`src/rtl/tspc_pkg.sv`:
```
// Shared constants, types and the divider step function for the touch pressure classifier.
package tspc_pkg;

    localparam int SAMPLE_BITS = 12;
    localparam int WORD_BITS = 32;
    localparam int CFG_BITS = 16;
    localparam int PRESS_BITS = 20;
    localparam int ROUND_SHIFT = 12;
    localparam int DIV_BITS_PER_STAGE = 4;
    localparam int DIV_STAGES = WORD_BITS / DIV_BITS_PER_STAGE;

    localparam logic [SAMPLE_BITS-1:0] FULL_SCALE = {SAMPLE_BITS{1'b1}};
    localparam logic [WORD_BITS-1:0] ROUND_ADD = WORD_BITS'(2047);

    localparam logic [CFG_BITS-1:0] PLATE_RESET = CFG_BITS'(300);
    localparam logic [CFG_BITS-1:0] MAX_PRESS_RESET = CFG_BITS'(4095);

    typedef enum logic [1:0] {
        KIND_TOUCH   = 2'd0,
        KIND_IGNORED = 2'd1,
        KIND_RELEASE = 2'd2
    } kind_t;

    typedef enum logic [1:0] {
        REG_PLATE   = 2'd0,
        REG_MAX     = 2'd1,
        REG_PEN_DET = 2'd2
    } reg_idx_t;

    // Per-item information that rides along with the arithmetic.
    typedef struct packed {
        logic [SAMPLE_BITS-1:0] x;
        logic [SAMPLE_BITS-1:0] y;
        logic [SAMPLE_BITS-1:0] z1;
        logic                   rel_pen;
        logic                   zero;
    } side_t;

    // Divider state: nq holds the unconsumed dividend bits on top and the
    // quotient bits collected so far at the bottom.
    typedef struct packed {
        side_t                  side;
        logic [SAMPLE_BITS-1:0] rem;
        logic [WORD_BITS-1:0]   nq;
    } div_t;

    function automatic div_t div_step(div_t a);
        logic [SAMPLE_BITS:0] trial;
        logic [SAMPLE_BITS:0] diff;
        div_t                 r;
        trial = {a.rem, a.nq[WORD_BITS-1]};
        diff = trial - {1'b0, a.side.z1};
        r = a;
        if (trial >= {1'b0, a.side.z1}) begin
            r.rem = diff[SAMPLE_BITS-1:0];
            r.nq = {a.nq[WORD_BITS-2:0], 1'b1};
        end else begin
            r.rem = trial[SAMPLE_BITS-1:0];
            r.nq = {a.nq[WORD_BITS-2:0], 1'b0};
        end
        return r;
    endfunction

endpackage

```
`src/rtl/touch_sample_pressure_classifier.sv`:
```
// Top level of the resistive touch sample pressure classifier.
// The block takes one touch sample per cycle while the output is not held and gives one
// event item per sample, in order. An item passes 11 register stages before its result
// can be taken: two multiplier stages, eight divider stages that each resolve four quotient
// bits of the 32-bit division by Z1, and one rounding and classification stage that also
// serves as the output register.
// While the output item is not taken the whole pipeline holds, so s_tready follows
// m_tready whenever a result is waiting. Configuration registers take effect at once and
// are meant to be written while no item is in flight.
module touch_sample_pressure_classifier (
    input  logic        aclk,
    input  logic        aresetn,
    input  logic        s_tvalid,
    output logic        s_tready,
    input  logic [47:0] s_tdata,   // x_sample[11:0], y_sample[23:12], z1_sample[35:24], z2_sample[47:36]
    input  logic [0:0]  s_tuser,   // pen_down[0]
    output logic        m_tvalid,
    input  logic        m_tready,
    output logic [47:0] m_tdata,   // x_pos[11:0], y_pos[23:12], pressure[43:24], zero fill[47:44]
    output logic [1:0]  m_tuser,   // event_kind[1:0]
    input  logic        cfg_wr_en,
    input  logic [1:0]  cfg_addr,
    input  logic [15:0] cfg_wdata
);

    localparam int SB = tspc_pkg::SAMPLE_BITS;
    localparam int PB = tspc_pkg::PRESS_BITS;

    logic [tspc_pkg::CFG_BITS-1:0] plate_reg;
    logic [tspc_pkg::CFG_BITS-1:0] max_press_reg;
    logic                          pen_det_reg;

    logic                adv;
    logic                front_valid;
    tspc_pkg::div_t      front_div;
    logic                div_valid;
    tspc_pkg::div_t      div_out;
    tspc_pkg::kind_t     out_kind;
    logic [SB-1:0]       out_x;
    logic [SB-1:0]       out_y;
    logic [PB-1:0]       out_press;

    always_ff @(posedge aclk) begin
        if (!aresetn) begin
            plate_reg <= tspc_pkg::PLATE_RESET;
            max_press_reg <= tspc_pkg::MAX_PRESS_RESET;
            pen_det_reg <= 1'b0;
        end else if (cfg_wr_en) begin
            unique case (cfg_addr)
                tspc_pkg::REG_PLATE:   plate_reg <= cfg_wdata;
                tspc_pkg::REG_MAX:     max_press_reg <= cfg_wdata;
                tspc_pkg::REG_PEN_DET: pen_det_reg <= cfg_wdata[0];
                default: ;
            endcase
        end
    end

    // The pipeline moves whenever the output register is empty or being drained.
    assign adv = !m_tvalid || m_tready;
    assign s_tready = adv;

    tspc_front u_front (
        .aclk       (aclk),
        .aresetn    (aresetn),
        .adv        (adv),
        .in_valid   (s_tvalid),
        .x_sample   (s_tdata[11:0]),
        .y_sample   (s_tdata[23:12]),
        .z1_sample  (s_tdata[35:24]),
        .z2_sample  (s_tdata[47:36]),
        .pen_down   (s_tuser[0]),
        .plate_ohms (plate_reg),
        .pen_det    (pen_det_reg),
        .out_valid  (front_valid),
        .out_div    (front_div)
    );

    tspc_div u_div (
        .aclk      (aclk),
        .aresetn   (aresetn),
        .adv       (adv),
        .in_valid  (front_valid),
        .in_div    (front_div),
        .out_valid (div_valid),
        .out_div   (div_out)
    );

    tspc_back u_back (
        .aclk      (aclk),
        .aresetn   (aresetn),
        .adv       (adv),
        .in_valid  (div_valid),
        .in_div    (div_out),
        .max_press (max_press_reg),
        .pen_det   (pen_det_reg),
        .out_valid (m_tvalid),
        .out_kind  (out_kind),
        .out_x     (out_x),
        .out_y     (out_y),
        .out_press (out_press)
    );

    assign m_tdata = {4'b0000, out_press, out_y, out_x};
    assign m_tuser = out_kind;

endmodule

```
`src/rtl/tspc_front.sv`:
```
// Front stages: X filtering, flags, and the two wrapping multiplications.
module tspc_front (
    input  logic                               aclk,
    input  logic                               aresetn,
    input  logic                               adv,
    input  logic                               in_valid,
    input  logic [tspc_pkg::SAMPLE_BITS-1:0]   x_sample,
    input  logic [tspc_pkg::SAMPLE_BITS-1:0]   y_sample,
    input  logic [tspc_pkg::SAMPLE_BITS-1:0]   z1_sample,
    input  logic [tspc_pkg::SAMPLE_BITS-1:0]   z2_sample,
    input  logic                               pen_down,
    input  logic [tspc_pkg::CFG_BITS-1:0]      plate_ohms,
    input  logic                               pen_det,
    output logic                               out_valid,
    output tspc_pkg::div_t                     out_div
);

    localparam int SB = tspc_pkg::SAMPLE_BITS;
    localparam int WB = tspc_pkg::WORD_BITS;
    localparam int CB = tspc_pkg::CFG_BITS;

    logic [SB-1:0]    x_filt;
    logic [WB-1:0]    diff;
    logic [WB+SB-1:0] prod1_full;
    logic [WB+CB-1:0] prod2_full;
    tspc_pkg::side_t  side_in;

    tspc_pkg::side_t  side1_reg;
    logic [WB-1:0]    p1_reg;
    logic             v1_reg;
    tspc_pkg::side_t  side2_reg;
    logic [WB-1:0]    p2_reg;
    logic             v2_reg;

    assign x_filt = (x_sample == tspc_pkg::FULL_SCALE) ? '0 : x_sample;
    // The difference wraps modulo 2^32 when z2 is below z1.
    assign diff = {{(WB-SB){1'b0}}, z2_sample} - {{(WB-SB){1'b0}}, z1_sample};
    assign prod1_full = {{SB{1'b0}}, diff} * {{WB{1'b0}}, x_filt};
    assign prod2_full = {{CB{1'b0}}, p1_reg} * {{WB{1'b0}}, plate_ohms};

    always_comb begin
        side_in.x = x_filt;
        side_in.y = y_sample;
        side_in.z1 = z1_sample;
        side_in.rel_pen = pen_det & ~pen_down;
        side_in.zero = (x_filt == '0) || (z1_sample == '0);
    end

    always_ff @(posedge aclk) begin
        if (!aresetn) begin
            v1_reg <= 1'b0;
            v2_reg <= 1'b0;
        end else if (adv) begin
            v1_reg <= in_valid;
            v2_reg <= v1_reg;
        end
    end

    always_ff @(posedge aclk) begin
        if (adv) begin
            side1_reg <= side_in;
            p1_reg <= prod1_full[WB-1:0];
            side2_reg <= side1_reg;
            p2_reg <= prod2_full[WB-1:0];
        end
    end

    assign out_valid = v2_reg;

    always_comb begin
        out_div.side = side2_reg;
        out_div.rem = '0;
        out_div.nq = p2_reg;
    end

endmodule

```
`src/rtl/tspc_div.sv`:
```
// Pipelined restoring divider of the 32-bit product by Z1, four quotient bits per stage.
module tspc_div (
    input  logic           aclk,
    input  logic           aresetn,
    input  logic           adv,
    input  logic           in_valid,
    input  tspc_pkg::div_t in_div,
    output logic           out_valid,
    output tspc_pkg::div_t out_div
);

    localparam int NS = tspc_pkg::DIV_STAGES;
    localparam int NB = tspc_pkg::DIV_BITS_PER_STAGE;

    tspc_pkg::div_t stage_reg [NS];
    logic           valid_reg [NS];
    tspc_pkg::div_t stage_in  [NS];
    logic           valid_in  [NS];

    genvar s, k;
    generate
        for (s = 0; s < NS; s++) begin : g_stage
            tspc_pkg::div_t step [NB+1];

            if (s == 0) begin : g_first
                assign stage_in[s] = in_div;
                assign valid_in[s] = in_valid;
            end else begin : g_next
                assign stage_in[s] = stage_reg[s-1];
                assign valid_in[s] = valid_reg[s-1];
            end

            assign step[0] = stage_in[s];
            for (k = 0; k < NB; k++) begin : g_step
                assign step[k+1] = tspc_pkg::div_step(step[k]);
            end

            always_ff @(posedge aclk) begin
                if (!aresetn) begin
                    valid_reg[s] <= 1'b0;
                end else if (adv) begin
                    valid_reg[s] <= valid_in[s];
                end
            end

            always_ff @(posedge aclk) begin
                if (adv) begin
                    stage_reg[s] <= step[NB];
                end
            end
        end
    endgenerate

    assign out_valid = valid_reg[NS-1];
    assign out_div = stage_reg[NS-1];

endmodule

```
`src/rtl/tspc_back.sv`:
```
// Output stage: rounding, event classification and the result register.
module tspc_back (
    input  logic                              aclk,
    input  logic                              aresetn,
    input  logic                              adv,
    input  logic                              in_valid,
    input  tspc_pkg::div_t                    in_div,
    input  logic [tspc_pkg::CFG_BITS-1:0]     max_press,
    input  logic                              pen_det,
    output logic                              out_valid,
    output tspc_pkg::kind_t                   out_kind,
    output logic [tspc_pkg::SAMPLE_BITS-1:0]  out_x,
    output logic [tspc_pkg::SAMPLE_BITS-1:0]  out_y,
    output logic [tspc_pkg::PRESS_BITS-1:0]   out_press
);

    localparam int SB = tspc_pkg::SAMPLE_BITS;
    localparam int WB = tspc_pkg::WORD_BITS;
    localparam int PB = tspc_pkg::PRESS_BITS;
    localparam int CB = tspc_pkg::CFG_BITS;
    localparam int RS = tspc_pkg::ROUND_SHIFT;

    logic [WB-1:0]     rounded;
    logic [PB-1:0]     rt;
    logic              release_ev;
    tspc_pkg::kind_t   kind_next;
    logic [SB-1:0]     x_next;
    logic [SB-1:0]     y_next;
    logic [PB-1:0]     press_next;

    logic              valid_reg;
    tspc_pkg::kind_t   kind_reg;
    logic [SB-1:0]     x_reg;
    logic [SB-1:0]     y_reg;
    logic [PB-1:0]     press_reg;

    // The rounding add wraps in 32 bits, so the shifted value always fits 20 bits.
    assign rounded = in_div.nq + tspc_pkg::ROUND_ADD;
    assign rt = in_div.side.zero ? '0 : rounded[RS +: PB];
    assign release_ev = in_div.side.rel_pen || ((rt == '0) && !pen_det);

    always_comb begin
        if (release_ev) begin
            kind_next = tspc_pkg::KIND_RELEASE;
            x_next = '0;
            y_next = '0;
            press_next = '0;
        end else begin
            kind_next = (rt <= {{(PB-CB){1'b0}}, max_press}) ?
                        tspc_pkg::KIND_TOUCH : tspc_pkg::KIND_IGNORED;
            x_next = in_div.side.x;
            y_next = in_div.side.y;
            press_next = rt;
        end
    end

    always_ff @(posedge aclk) begin
        if (!aresetn) begin
            valid_reg <= 1'b0;
        end else if (adv) begin
            valid_reg <= in_valid;
        end
    end

    always_ff @(posedge aclk) begin
        if (adv) begin
            kind_reg <= kind_next;
            x_reg <= x_next;
            y_reg <= y_next;
            press_reg <= press_next;
        end
    end

    assign out_valid = valid_reg;
    assign out_kind = kind_reg;
    assign out_x = x_reg;
    assign out_y = y_reg;
    assign out_press = press_reg;

    a_release_zero: assert property (@(posedge aclk) disable iff (!aresetn)
        valid_reg && (kind_reg == tspc_pkg::KIND_RELEASE) |->
        (x_reg == '0) && (y_reg == '0) && (press_reg == '0))
        else $error("release item carries nonzero fields");

    a_touch_in_range: assert property (@(posedge aclk) disable iff (!aresetn)
        valid_reg && (kind_reg == tspc_pkg::KIND_TOUCH) |->
        (press_reg <= {{(PB-CB){1'b0}}, max_press}))
        else $error("touch item with pressure above the limit");

    a_ignored_above: assert property (@(posedge aclk) disable iff (!aresetn)
        valid_reg && (kind_reg == tspc_pkg::KIND_IGNORED) |->
        (press_reg > {{(PB-CB){1'b0}}, max_press}))
        else $error("ignored item with pressure within the limit");

endmodule
```
`config.mk`:
```
export PLATFORM = sky130hd
export DESIGN_NAME = touch_sample_pressure_classifier
export DESIGN_NICKNAME = d
export VERILOG_FILES = /design/src/rtl/tspc_pkg.sv /design/src/rtl/touch_sample_pressure_classifier.sv /design/src/rtl/tspc_front.sv /design/src/rtl/tspc_div.sv /design/src/rtl/tspc_back.sv
export SDC_FILE = /design/constraint.sdc
export NUM_CORES = 2
export LEC_CHECK = 0
export ABC_AREA = 1
export BUFFER_PORTS_ARGS = -buffer_cell sky130_fd_sc_hd__buf_2
export CAP_MARGIN = 20
export CORE_MARGIN = 10
export CORE_UTILIZATION = 61
export CTS_CLUSTER_DIAMETER = 80
export DETAILED_ROUTE_END_ITERATION = 7
export PLACE_DENSITY = 0.8
export SLEW_MARGIN = 40
export SYNTH_ARGS = -nofsm -noshare
export SYNTH_HDL_FRONTEND = slang
export SYNTH_SLANG_ARGS = --single-unit
```
`constraint.sdc`:
```
create_clock -name aclk -period 27 [get_ports aclk]
set_input_delay 4.05 -clock aclk [delete_from_list [all_inputs] [get_ports aclk]]
set_output_delay 4.05 -clock aclk [all_outputs]
set_load 0.1 [all_outputs]
```
==> impl_metrics.env <==
export IMPL_status="finished clean"
export IMPL_global_route_usage_total_pct=25.6
export IMPL_max_cap_violations=0
export IMPL_first_global_vias=51514
export IMPL_ctsLongestPathBuffers=3
export IMPL_setup_viol=0
export IMPL_synth_area_per_cell_um2=9.01
export IMPL_achievable_frequency_ghz=0.0963
export IMPL_cts_tree="yes"
export IMPL_grt_first_pass_wirelength_mm=262
export IMPL_fp_dieH_um=355
export IMPL_crit_fanout=10
export IMPL_drc_errors_left=0
export IMPL_critical_path_max_stage_delay_ps=740
export IMPL_post_dp_cell_area_um2=70200
export IMPL_hpwlAfterDp_mm=125
export IMPL_port_buffers=119
export IMPL_max_slew_worst_pin_slew_ps=900
export IMPL_cts_setup_buffers=0
export IMPL_row_count=122
export IMPL_drt_first_iter_violations=4112
export IMPL_worst_path_max_delay_cell="sky130_fd_sc_hd__fa_1"
export IMPL_clock_tree_root_cell="sky130_fd_sc_hd__clkbuf_16"
export IMPL_yosysWarningCount=0
export IMPL_largest_register_ff_count=632
export IMPL_final_area_um2=73200
export IMPL_cts_resized=0
export IMPL_synth_seq_area_share_pct=37.3
export IMPL_vias_per_cell=5.55
export IMPL_fin_skew_ps=49.4
export IMPL_syn_to_final_growth_pct=7.14
export IMPL_drive_gt1_share_pct=6.18
export IMPL_avgRoutedWirePerCell_um=17.6
export IMPL_count_of_different_cell_masters_after_synthesis=71
export IMPL_tritoncts_buffer_count=88
export IMPL_postLayoutSetupSlackWorst_ps=16610
export IMPL_fp_coreArea_um2=111000
export IMPL_grt_start_max_net_pins=108
export IMPL_place_gp_congestion=0.961
export IMPL_pre_cts_slack_ps=15630
export IMPL_critPathLaunchType="primary input"
export IMPL_detail_route_antenna_nets=0
export IMPL_number_of_synthesized_flops_with_an_enable_pin=825
export IMPL_initial_core_util_pct=61.6
export IMPL_ys_async_sr_fraction_pct=0
export IMPL_synth_cells=7587
export IMPL_postSynthRegisterBits=862
export IMPL_maxSlewHeadroom_pct=40.0
export IMPL_antenna_violations_before_repair=10
export IMPL_period_needed_ps=10390
export IMPL_route_final_wire_length_mm=162
export IMPL_critPathBufInv=6
export IMPL_design_final_nets=8737
export IMPL_cts_hold_repair_buffers=0
export IMPL_maxSlewViolCount=0
export IMPL_pin_count=124
export IMPL_min_delay_path_class="reg -> reg"
export IMPL_worst_setup_hold_path_clk_slew_ps=60
export IMPL_syn_cell_area_um2=68400
export IMPL_cp_arrival_ps=10830
export IMPL_finalCritPeriodShare_pct=38.5
export IMPL_drt_pass1_iterations=6
export IMPL_grt_setup_unrepaired="false"
export IMPL_crit_required_ps=27450
export IMPL_timing_final_hold_violations=0
export IMPL_place_inst=9056
export IMPL_die_w_um=355
export IMPL_post_synth_top_area_cell="sky130_fd_sc_hd__edfxtp_1"
export IMPL_globalRoute_totalOverflow=0
export IMPL_fin_cells=9225
export IMPL_number_of_filler_cells_placed_in_the_layout=8770
export IMPL_clock_insertion_delay_worst_skew_ps=710
export IMPL_cts_sink_count=862
export IMPL_cts_max_level=3
export IMPL_die_area_um2=126000
export IMPL_ys_flop_type="sky130_fd_sc_hd__edfxtp_1"
export IMPL_totalNegativeSetupSlack_ps=0
export IMPL_vias=51193
export IMPL_critical_path_endpoint_type="flip-flop"
export IMPL_worst_path_most_repeated_cell="sky130_fd_sc_hd__nand2_1"
export IMPL_setup_worst_path_class="in -> reg"
export IMPL_synth_top_cells_by_area="sky130_fd_sc_hd__edfxtp_1 (36%), sky130_fd_sc_hd__fa_1 (14%), sky130_fd_sc_hd__nand2_1 (11%)"
export IMPL_critical_path_top_delay_family="adder cells"
export IMPL_synth_top_cell_area_share_pct=36.2
## area by class of cell
cell class	count	area, um^2	share of cell area, %
diodes	8	20.0	0.0273
clock buffers	103	2290	3.13
clock inverters	58	676	0.922
inverters	1393	5240	7.16
multi-input cells	5168	36800	50.3
flip-flops and latches	862	25500	34.8
well taps	1488	1860	2.54
repair buffers	145	813	1.11
## layer usage
layer | vias up | part of all wire [%] | GRT usage, %
li1 | 24561 | - | -
met5 | - | 0.0080 | 0
met1 | 24295 | 40 | 31.8
met4 | 2 | 5.1 | 12.4
met2 | 1844 | 49 | 44.1
met3 | 491 | 5.9 | 3.52
## logic make-up after synthesis
kind of cell,after synthesis,synth area share (%)
AND/OR/NAND/NOR,3011,18.9
buffers and inverters,1560,8.91
adder cells (fa/ha/maj),1007,23.8
flip-flops,862,37.3
AO/OA/AOI/OAI,822,6.89
XOR/XNOR,324,4.15
other,1,0.00549
## worst paths after layout
kind | startpoint | to | slack, ps | depth (start not counted)
max | s_tdata[36] | u_front.p1_reg[30] | 16610 | 33
min | u_div.stage_reg[1][98] | u_div.stage_reg[1][184] | 400 | 0
max reg2reg | u_front.out_div[47] | u_div.stage_reg[0][38] | 17820 | 41
min reg2reg | u_div.stage_reg[1][98] | u_div.stage_reg[1][184] | 400 | 0
## synth_stat cells, drive strengths merged, types with 82 or more instances
library cell,n
ha,514
nor2,425
o21ai,282
inv,1383
clkbuf,103
edfxtp,825
xnor2,102
nand2,1950
nand4,82
fa,493
nand3,369
xor2,222
a21oi,347
## stage by stage
step | hold slack [ps] | utilization, %
after global placement | 400 | 63.3
after CTS | 395 | 66.0
after global routing | 405 | 66.0
final | 402 | 66.0
after floorplan | 400 | -
after detailed placement | 405 | 63.3
## placed cells by master (no fill, tap or decap), drive strengths merged, types with 37 or more instances in the layout
cell type / netlist / layout
nand2: 1950 / 1950
inv: 1383 / 1393
edfxtp: 825 / 825
ha: 514 / 514
fa: 493 / 493
nor2: 425 / 425
nand3: 369 / 369
a21oi: 347 / 347
o21ai: 282 / 282
xor2: 222 / 222
buf: 64 / 145
clkbuf: 103 / 103
xnor2: 102 / 102
nand4: 82 / 82
nor3: 73 / 73
or2: 54 / 54
clkinv: 10 / 42
dfxtp: 37 / 37
Power is left out: the tool's default activity adds up to more than one toggle a clock period on the data nets, which glitch-free logic cannot reach.
